===== src/rtl/core/prrs_pkg.sv =====
package prrs_pkg;

  typedef enum logic [1:0] {
    KIND_CREATE = 2'd0,
    KIND_SCHED  = 2'd1,
    KIND_EXIT   = 2'd2,
    KIND_LOOKUP = 2'd3
  } kind_t;

  typedef enum logic [1:0] {
    STAT_OK        = 2'd0,
    STAT_FULL      = 2'd1,
    STAT_IDLE      = 2'd2,
    STAT_NOT_FOUND = 2'd3
  } res_status_t;

  typedef enum logic [1:0] {
    ST_FREE    = 2'd0,
    ST_READY   = 2'd1,
    ST_RUNNING = 2'd2
  } slot_st_t;

  typedef enum logic [3:0] {
    CMD_NONE,
    CMD_LOAD,
    CMD_STEP,
    CMD_CREATE,
    CMD_FULL,
    CMD_SWITCH,
    CMD_KEEP,
    CMD_IDLE_RES,
    CMD_READ_OUT,
    CMD_EXIT,
    CMD_LK_STEP,
    CMD_LK_HIT,
    CMD_LK_MISS
  } cmd_t;

  typedef struct packed {
    logic hit_free;
    logic hit_ready;
    logic create_last;
    logic sched_last;
    logic cur_live;
    logic lk_hit;
    logic lk_last;
  } dp_status_t;

  typedef struct packed {
    kind_t       kind;
    logic [63:0] context_value;
    logic [31:0] lookup_id;
  } in_t;

  typedef struct packed {
    res_status_t status;
    logic [63:0] context_out;
    logic [31:0] task_id;
    logic [3:0]  slot;
    logic        switched;
  } out_t;

endpackage


===== src/rtl/core/process_table_round_robin_scheduler.sv =====
// channel   ports                           beat taken when
// request   start, busy, in_data            start high and busy low at clk edge
// result    out_valid, out_data             out_valid high, one cycle, no stall
//
// one request in flight; a slot table scan visits one slot per cycle
// exit has no scan; create scans from slot 0, schedule from the one after cur,
// lookup from slot 0 (id ram read is registered, one slot per cycle)
// the result strobe can overlap the next request's accept cycle
// synchronous reset frees all slots at once; id and context rams need no clear
module process_table_round_robin_scheduler #(
  parameter int NUM_SLOTS = 16
) (
  input  logic           clk,
  input  logic           rst_n,
  input  logic           start,
  output logic           busy,
  input  prrs_pkg::in_t  in_data,
  output logic           out_valid,
  output prrs_pkg::out_t out_data
);

  prrs_pkg::cmd_t       cmd;
  prrs_pkg::dp_status_t stat;

  prrs_ctrl u_ctrl (
    .clk   (clk),
    .rst_n (rst_n),
    .start (start),
    .kind  (in_data.kind),
    .stat  (stat),
    .cmd   (cmd),
    .busy  (busy)
  );

  prrs_dp #(.NUM_SLOTS(NUM_SLOTS)) u_dp (
    .clk       (clk),
    .rst_n     (rst_n),
    .cmd       (cmd),
    .in_data   (in_data),
    .stat      (stat),
    .out_valid (out_valid),
    .out_data  (out_data)
  );

endmodule


===== src/rtl/core/prrs_ram.sv =====
module prrs_ram #(
  parameter int WIDTH = 32,
  parameter int DEPTH = 16,
  localparam int AW = (DEPTH > 1) ? $clog2(DEPTH) : 1
) (
  input  logic             clk,
  input  logic             we,
  input  logic [AW-1:0]    waddr,
  input  logic [WIDTH-1:0] wdata,
  input  logic [AW-1:0]    raddr,
  output logic [WIDTH-1:0] rdata
);

  logic [WIDTH-1:0] mem_r [DEPTH];
  logic [WIDTH-1:0] rdata_r;

  always_ff @(posedge clk) begin
    if (we) begin
      mem_r[waddr] <= wdata;
    end
    rdata_r <= mem_r[raddr];
  end

  assign rdata = rdata_r;

endmodule


===== src/rtl/core/prrs_ctrl.sv =====
module prrs_ctrl (
  input  logic                   clk,
  input  logic                   rst_n,
  input  logic                   start,
  input  prrs_pkg::kind_t        kind,
  input  prrs_pkg::dp_status_t   stat,
  output prrs_pkg::cmd_t         cmd,
  output logic                   busy
);

  typedef enum logic [2:0] {
    S_IDLE,
    S_CREATE,
    S_SCHED,
    S_READ,
    S_EXIT,
    S_LK_ISSUE,
    S_LK_SCAN
  } state_t;

  state_t state_r, state_nxt;
  logic   busy_r;

  always_comb begin
    state_nxt = state_r;
    cmd       = prrs_pkg::CMD_NONE;
    case (state_r)
      S_IDLE: begin
        if (start) begin
          cmd = prrs_pkg::CMD_LOAD;
          case (kind)
            prrs_pkg::KIND_CREATE: state_nxt = S_CREATE;
            prrs_pkg::KIND_SCHED:  state_nxt = S_SCHED;
            prrs_pkg::KIND_EXIT:   state_nxt = S_EXIT;
            default:               state_nxt = S_LK_ISSUE;
          endcase
        end
      end
      S_CREATE: begin
        if (stat.hit_free) begin
          cmd       = prrs_pkg::CMD_CREATE;
          state_nxt = S_IDLE;
        end else if (stat.create_last) begin
          cmd       = prrs_pkg::CMD_FULL;
          state_nxt = S_IDLE;
        end else begin
          cmd = prrs_pkg::CMD_STEP;
        end
      end
      S_SCHED: begin
        if (stat.hit_ready) begin
          cmd       = prrs_pkg::CMD_SWITCH;
          state_nxt = S_READ;
        end else if (stat.sched_last) begin
          if (stat.cur_live) begin
            cmd       = prrs_pkg::CMD_KEEP;
            state_nxt = S_READ;
          end else begin
            cmd       = prrs_pkg::CMD_IDLE_RES;
            state_nxt = S_IDLE;
          end
        end else begin
          cmd = prrs_pkg::CMD_STEP;
        end
      end
      S_READ: begin
        cmd       = prrs_pkg::CMD_READ_OUT;
        state_nxt = S_IDLE;
      end
      S_EXIT: begin
        cmd       = prrs_pkg::CMD_EXIT;
        state_nxt = S_IDLE;
      end
      S_LK_ISSUE: begin
        cmd       = prrs_pkg::CMD_LK_STEP;
        state_nxt = S_LK_SCAN;
      end
      S_LK_SCAN: begin
        if (stat.lk_hit) begin
          cmd       = prrs_pkg::CMD_LK_HIT;
          state_nxt = S_IDLE;
        end else if (stat.lk_last) begin
          cmd       = prrs_pkg::CMD_LK_MISS;
          state_nxt = S_IDLE;
        end else begin
          cmd = prrs_pkg::CMD_LK_STEP;
        end
      end
      default: begin
        state_nxt = S_IDLE;
      end
    endcase
  end

  always_ff @(posedge clk) begin
    if (!rst_n) begin
      state_r <= S_IDLE;
      busy_r  <= 1'b0;
    end else begin
      state_r <= state_nxt;
      busy_r  <= (state_nxt != S_IDLE);
    end
  end

  assign busy = busy_r;

endmodule


===== src/rtl/core/prrs_dp.sv =====
module prrs_dp #(
  parameter int NUM_SLOTS = 16
) (
  input  logic                 clk,
  input  logic                 rst_n,
  input  prrs_pkg::cmd_t       cmd,
  input  prrs_pkg::in_t        in_data,
  output prrs_pkg::dp_status_t stat,
  output logic                 out_valid,
  output prrs_pkg::out_t       out_data
);

  localparam int IW = $clog2(NUM_SLOTS);
  localparam logic [IW-1:0] LAST = IW'(NUM_SLOTS - 1);

  function automatic logic [IW-1:0] wrap_inc(input logic [IW-1:0] v);
    return (v == LAST) ? '0 : v + IW'(1);
  endfunction

  function automatic logic [3:0] to_slot(input logic [IW-1:0] v);
    logic [IW+3:0] e;
    e = {4'b0, v};
    return e[3:0];
  endfunction

  prrs_pkg::slot_st_t st_r [NUM_SLOTS];
  logic [IW-1:0]      cur_r;
  logic [IW-1:0]      ptr_r;
  logic [IW-1:0]      lk_idx_r;
  logic [31:0]        next_id_r;
  logic               sw_r;
  logic               out_valid_r, out_valid_nxt;
  prrs_pkg::in_t      req_r;
  prrs_pkg::out_t     out_r, out_nxt;

  logic               id_we, ctx_we;
  logic [IW-1:0]      waddr, raddr;
  logic [63:0]        ctx_wdata;
  logic [31:0]        id_rdata;
  logic [63:0]        ctx_rdata;

  // context of the running task is saved as the schedule beat is taken
  assign id_we     = (cmd == prrs_pkg::CMD_CREATE);
  assign ctx_we    = id_we
                   || (cmd == prrs_pkg::CMD_LOAD && in_data.kind == prrs_pkg::KIND_SCHED
                       && st_r[cur_r] == prrs_pkg::ST_RUNNING);
  assign waddr     = id_we ? ptr_r : cur_r;
  assign ctx_wdata = id_we ? req_r.context_value : in_data.context_value;
  assign raddr     = (cmd == prrs_pkg::CMD_KEEP) ? cur_r : ptr_r;

  prrs_ram #(.WIDTH(32), .DEPTH(NUM_SLOTS)) u_id_ram (
    .clk   (clk),
    .we    (id_we),
    .waddr (waddr),
    .wdata (next_id_r),
    .raddr (raddr),
    .rdata (id_rdata)
  );

  prrs_ram #(.WIDTH(64), .DEPTH(NUM_SLOTS)) u_ctx_ram (
    .clk   (clk),
    .we    (ctx_we),
    .waddr (waddr),
    .wdata (ctx_wdata),
    .raddr (raddr),
    .rdata (ctx_rdata)
  );

  always_comb begin
    stat.hit_free    = (st_r[ptr_r] == prrs_pkg::ST_FREE);
    stat.hit_ready   = (st_r[ptr_r] == prrs_pkg::ST_READY);
    stat.create_last = (ptr_r == LAST);
    stat.sched_last  = (wrap_inc(ptr_r) == cur_r);
    stat.cur_live    = (st_r[cur_r] != prrs_pkg::ST_FREE);
    stat.lk_hit      = (st_r[lk_idx_r] != prrs_pkg::ST_FREE) && (id_rdata == req_r.lookup_id);
    stat.lk_last     = (lk_idx_r == LAST);
  end

  always_comb begin
    out_nxt       = '0;
    out_valid_nxt = cmd inside {prrs_pkg::CMD_CREATE, prrs_pkg::CMD_FULL,
                                prrs_pkg::CMD_IDLE_RES, prrs_pkg::CMD_READ_OUT,
                                prrs_pkg::CMD_EXIT, prrs_pkg::CMD_LK_HIT,
                                prrs_pkg::CMD_LK_MISS};
    case (cmd)
      prrs_pkg::CMD_CREATE: begin
        out_nxt.status  = prrs_pkg::STAT_OK;
        out_nxt.task_id = next_id_r;
        out_nxt.slot    = to_slot(ptr_r);
      end
      prrs_pkg::CMD_FULL: begin
        out_nxt.status = prrs_pkg::STAT_FULL;
      end
      prrs_pkg::CMD_IDLE_RES: begin
        out_nxt.status = prrs_pkg::STAT_IDLE;
      end
      prrs_pkg::CMD_READ_OUT: begin
        out_nxt.status      = prrs_pkg::STAT_OK;
        out_nxt.context_out = ctx_rdata;
        out_nxt.task_id     = id_rdata;
        out_nxt.slot        = to_slot(cur_r);
        out_nxt.switched    = sw_r;
      end
      prrs_pkg::CMD_LK_HIT: begin
        out_nxt.status  = prrs_pkg::STAT_OK;
        out_nxt.task_id = id_rdata;
        out_nxt.slot    = to_slot(lk_idx_r);
      end
      prrs_pkg::CMD_LK_MISS: begin
        out_nxt.status = prrs_pkg::STAT_NOT_FOUND;
      end
      default: begin
        out_nxt.status = prrs_pkg::STAT_OK;
      end
    endcase
  end

  always_ff @(posedge clk) begin
    if (!rst_n) begin
      for (int i = 0; i < NUM_SLOTS; i++) begin
        st_r[i] <= prrs_pkg::ST_FREE;
      end
      cur_r       <= '0;
      ptr_r       <= '0;
      lk_idx_r    <= '0;
      next_id_r   <= 32'd1;
      sw_r        <= 1'b0;
      out_valid_r <= 1'b0;
    end else begin
      out_valid_r <= out_valid_nxt;
      case (cmd)
        prrs_pkg::CMD_LOAD: begin
          ptr_r <= (in_data.kind == prrs_pkg::KIND_SCHED) ? wrap_inc(cur_r) : '0;
        end
        prrs_pkg::CMD_STEP: begin
          ptr_r <= wrap_inc(ptr_r);
        end
        prrs_pkg::CMD_LK_STEP: begin
          lk_idx_r <= ptr_r;
          ptr_r    <= wrap_inc(ptr_r);
        end
        prrs_pkg::CMD_CREATE: begin
          st_r[ptr_r] <= prrs_pkg::ST_READY;
          next_id_r   <= next_id_r + 32'd1;
        end
        prrs_pkg::CMD_SWITCH: begin
          if (st_r[cur_r] == prrs_pkg::ST_RUNNING) begin
            st_r[cur_r] <= prrs_pkg::ST_READY;
          end
          st_r[ptr_r] <= prrs_pkg::ST_RUNNING;
          cur_r       <= ptr_r;
          sw_r        <= 1'b1;
        end
        prrs_pkg::CMD_KEEP: begin
          st_r[cur_r] <= prrs_pkg::ST_RUNNING;
          sw_r        <= 1'b0;
        end
        prrs_pkg::CMD_EXIT: begin
          st_r[cur_r] <= prrs_pkg::ST_FREE;
        end
        default: begin
        end
      endcase
    end
  end

  always_ff @(posedge clk) begin
    if (cmd == prrs_pkg::CMD_LOAD) begin
      req_r <= in_data;
    end
    out_r <= out_nxt;
  end

  assign out_valid = out_valid_r;
  assign out_data  = out_r;

endmodule


===== config.mk =====
export PLATFORM = sky130hd
export DESIGN_NAME = process_table_round_robin_scheduler
export DESIGN_NICKNAME = d
export VERILOG_FILES = /design/src/rtl/core/prrs_pkg.sv /design/src/rtl/core/process_table_round_robin_scheduler.sv /design/src/rtl/core/prrs_ram.sv /design/src/rtl/core/prrs_ctrl.sv /design/src/rtl/core/prrs_dp.sv
export SDC_FILE = /design/constraint.sdc
export NUM_CORES = 2
export LEC_CHECK = 0
export BUFFER_PORTS_ARGS = -buffer_cell sky130_fd_sc_hd__buf_2
export CAP_MARGIN = 20
export CORE_MARGIN = 3
export CORE_UTILIZATION = 41
export CTS_BUF_LIST = sky130_fd_sc_hd__clkbuf_16
export DETAILED_ROUTE_END_ITERATION = 10
export PLACE_DENSITY = 0.67
export SLEW_MARGIN = 15
export SYNTH_ARGS = -nofsm -noshare
export SYNTH_HDL_FRONTEND = slang
export SYNTH_SLANG_ARGS = --single-unit

===== constraint.sdc =====
create_clock -name clk -period 11.4 [get_ports clk]
set_clock_uncertainty 0.15 [all_clocks]
set_input_delay 0.57 -clock clk [delete_from_list [all_inputs] [get_ports clk]]
set_output_delay 0.57 -clock clk [all_outputs]
set_load 0.02 [all_outputs]

==> flow_metrics.tcl <==
set metrics [dict create \
    status "completed" \
    critical_path_required_ns 11.93 \
    leakage_nw 33.00 \
    routed_wirelength_um 184700 \
    end_kind "register" \
    placed_area_mm2 0.07634 \
    final-hold-violation-count 0 \
    critPathSlowestCell "buf_4" \
    clkPwrFrac_pct 40.1 \
    net-switching-power_mw 3.162 \
    worstHoldStart "rst_n" \
    die_w_um 426.0 \
    start_kind "register" \
    cp.buffers_inverters 2 \
    max-slew-margin-rel_pct 19.29 \
    cts_buffers 180 \
    initial_utilization_pct 41.42 \
    path_delay_family "simple AND/OR/NAND/NOR gates" \
    final_util_pct 47.56 \
    synthArstFlopShare_pct 0 \
    arrival_ns 7.35 \
    clock_path_buffers 3 \
    drt-initial-drc-count 4342 \
    path_class "reg -> reg" \
    final_antenna_net_count 0 \
    clk_latency_ns 0.82 \
    wl_per_cell_um 25.98 \
    final_cell_area_mm2 0.08304 \
    grt_max_degree 130 \
    grt_pass1_vias 39106 \
    rows 153 \
    grt_pass1_wl_um 267600 \
    critical_path.startpoint "u_dp.ptr_r[1]" \
    path_max_fanout 57 \
    hp-class "in -> reg" \
    max-vdd-ir-drop_uv 165.4 \
    fmax_ghz 0.1465 \
    io_pins 206 \
    pwr-share-seq_pct 55.0 \
    synth_seq_cells 1925 \
    r2r-start "u_dp.ptr_r[1]" \
    core_area_mm2 0.1746 \
    combPwrFrac_pct 4.9 \
    tightest_slew_ns 1.211 \
    ys.flop_type "edfxtp_1" \
    swShare_pct 21.94 \
    period_share_pct 59.89 \
    final_common_cell "edfxtp_1" \
    power.internal_mw 11.25 \
    grt_overflow_total 0 \
    setup_viol 0 \
    synth_cells 4282 \
    final_cell_mix "1664 x edfxtp_1, 776 x mux2i_1, 399 x o22ai_1" \
    avgViaCountPerCell 5.587 \
    num_vias 39715 \
    synth_area_leaders "edfxtp_1 69%, mux2i_1 11%, dfxtp_1 7.2%, o22ai_1 3.5%, nand2_1 1.3%" \
    cap_viol_max_count 0 \
    power_per_cell_area_mw_per_mm2 173.5 \
    syn-mean-instance-area_um2 16.89 \
    remaining_drc_errors 0 \
    die_h_um 426.0 \
    ys_types 61 \
    cts_sinks 1925 \
    synth_area_mm2 0.07232 \
    synthToLayoutAreaGrowth_pct 14.83 \
    ys_seq_area_share_pct 76.32 \
    synth_top_area_share_pct 69.10 \
    ys_warn_count 0 \
    synth-edff-count 1664 \
    cp_slowest_stage_delay_ns 0.98 \
    synth_nets 4395 \
    dp_hpwl_um 92730 \
    io_buffers 205 \
    nets 4737 \
    tns_ns 0 \
    drtPass1Iterations 5 \
    finalMaxSlewViolations 0 \
    rsz0062_at_grt "no" \
    period_needed_ns 6.828 \
    antenna_found_initial 3 \
    clock-root-buffer "clkbuf_16" \
    dieArea_mm2 0.1815 \
    path_clk_slew_ns 0.07 \
    synth_top_area_cell "edfxtp_1" \
    htree_levels 4 \
    cts_tree "done" \
    grt_use_total_pct 20.01 \
    path_cells "ha_1, a21oi_1, o21a_1, or3_1, a2111oi_4, o21ai_1, and2_1, or4_1, a31oi_4, buf_4, buf_4, o22ai_1, or4_1" \
    drive_gt1_share_pct 12.93 \
    routabilityCongestion 0.8455 \
]
worst paths after layout:
path / cells after the start / endpoint / slack [ns]
worst min-delay path: 2 / u_dp.next_id_r[0] / 0.1
worst max-delay path: 13 / u_dp.u_id_ram.rdata[3] / 4.57
worst max register to register: 13 / u_dp.u_id_ram.rdata[3] / 4.57
worst min register to register: 1 / u_dp.out_data[76] / 0.27
layer usage:
metal  up-vias  track usage [%]  wire length [um]
met4         2            6.773              5705
met3       306            2.879             12060
met1     20371            26.94             76590
met2      1528            33.35             90320
met5         -                0                13
li1      17508                -                 -
registers in the layout (all words and copies together), names as in the netlist, 3 cells and up, named ones only:
signal / count
u_ctrl.state_r: 3
u_dp.lk_idx_r: 4
u_dp.next_id_r: 32
u_dp.out_data: 103
u_dp.cur_r: 4
u_dp.u_id_ram.rdata: 32
u_dp.st_r: 32
u_dp.ptr_r: 4
u_dp.u_id_ram.mem_r: 512
u_dp.u_ctx_ram.mem_r: 1024
u_dp.req_r: 96
u_dp.u_ctx_ram.rdata: 64
kinds of logic (layout without fill, tap and decap cells):
family          count (synthesis)  after routing  synth area share, %
compound gates                549            549                5.133
xor+xnor                       65             65               0.7872
fa+ha+maj                      12             12               0.2076
buf+inv                       247            745                1.476
flops                        1925           1925                76.32
mux                           796            796                11.35
other cells                     0              4                    0
simple gates                  688            688                4.727
cell usage after synthesis, types with 35 or more instances:
cell,count
mux2i_1,777
nand3_1,49
nor2_1,117
a22o_1,35
buf_2,97
dfxtp_1,261
o22ai_1,399
xnor2_1,41
edfxtp_1,1664
or4_1,98
and2_1,72
clkbuf_1,109
nand2_1,257
per-stage QoR:
step	hold WS [ns]	setup slack, ns	cells	total power [mW]
2_1_floorplan	0.2557	4.631	4282	8.446
3_3_place_gp	0.2574	4.863	6667	8.741
3_5_place_dp	0.2605	4.723	6668	8.755
4_1_cts	0.01696	4.730	7104	14.51
5_1_grt	0.06865	4.433	7105	14.85
6_report	0.1000	4.572	7109	14.41
power groups by stage:
stage	Combinational [mW]	Sequential (mW)	Clock, mW
final	0.706	7.93	5.77
after CTS	0.704	7.93	5.87
after global placement	0.660	8.08	0
after floorplan	0.415	8.03	0
after detailed placement	0.675	8.08	0
after global routing	0.753	7.94	6.16
what timing repair did:
item / in CTS / in global routing
setup buffers: 0 / 0
endpoints found under the hold margin: 99 / 0
resized for setup: 0 / 0
hold buffers: 98 / 0
layout make-up:
type / count / area, um2
fillers: 14631 / 91550
flip-flops and latches: 1925 / 55190
multi-input cells: 2110 / 16380
clock buffers: 183 / 4579
well taps: 2325 / 2909
repair buffers: 391 / 2788
clock inverters: 155 / 1122
inverters: 16 / 65.06
diodes: 4 / 10.01
Note: power is estimated with default switching activity, not from simulation.
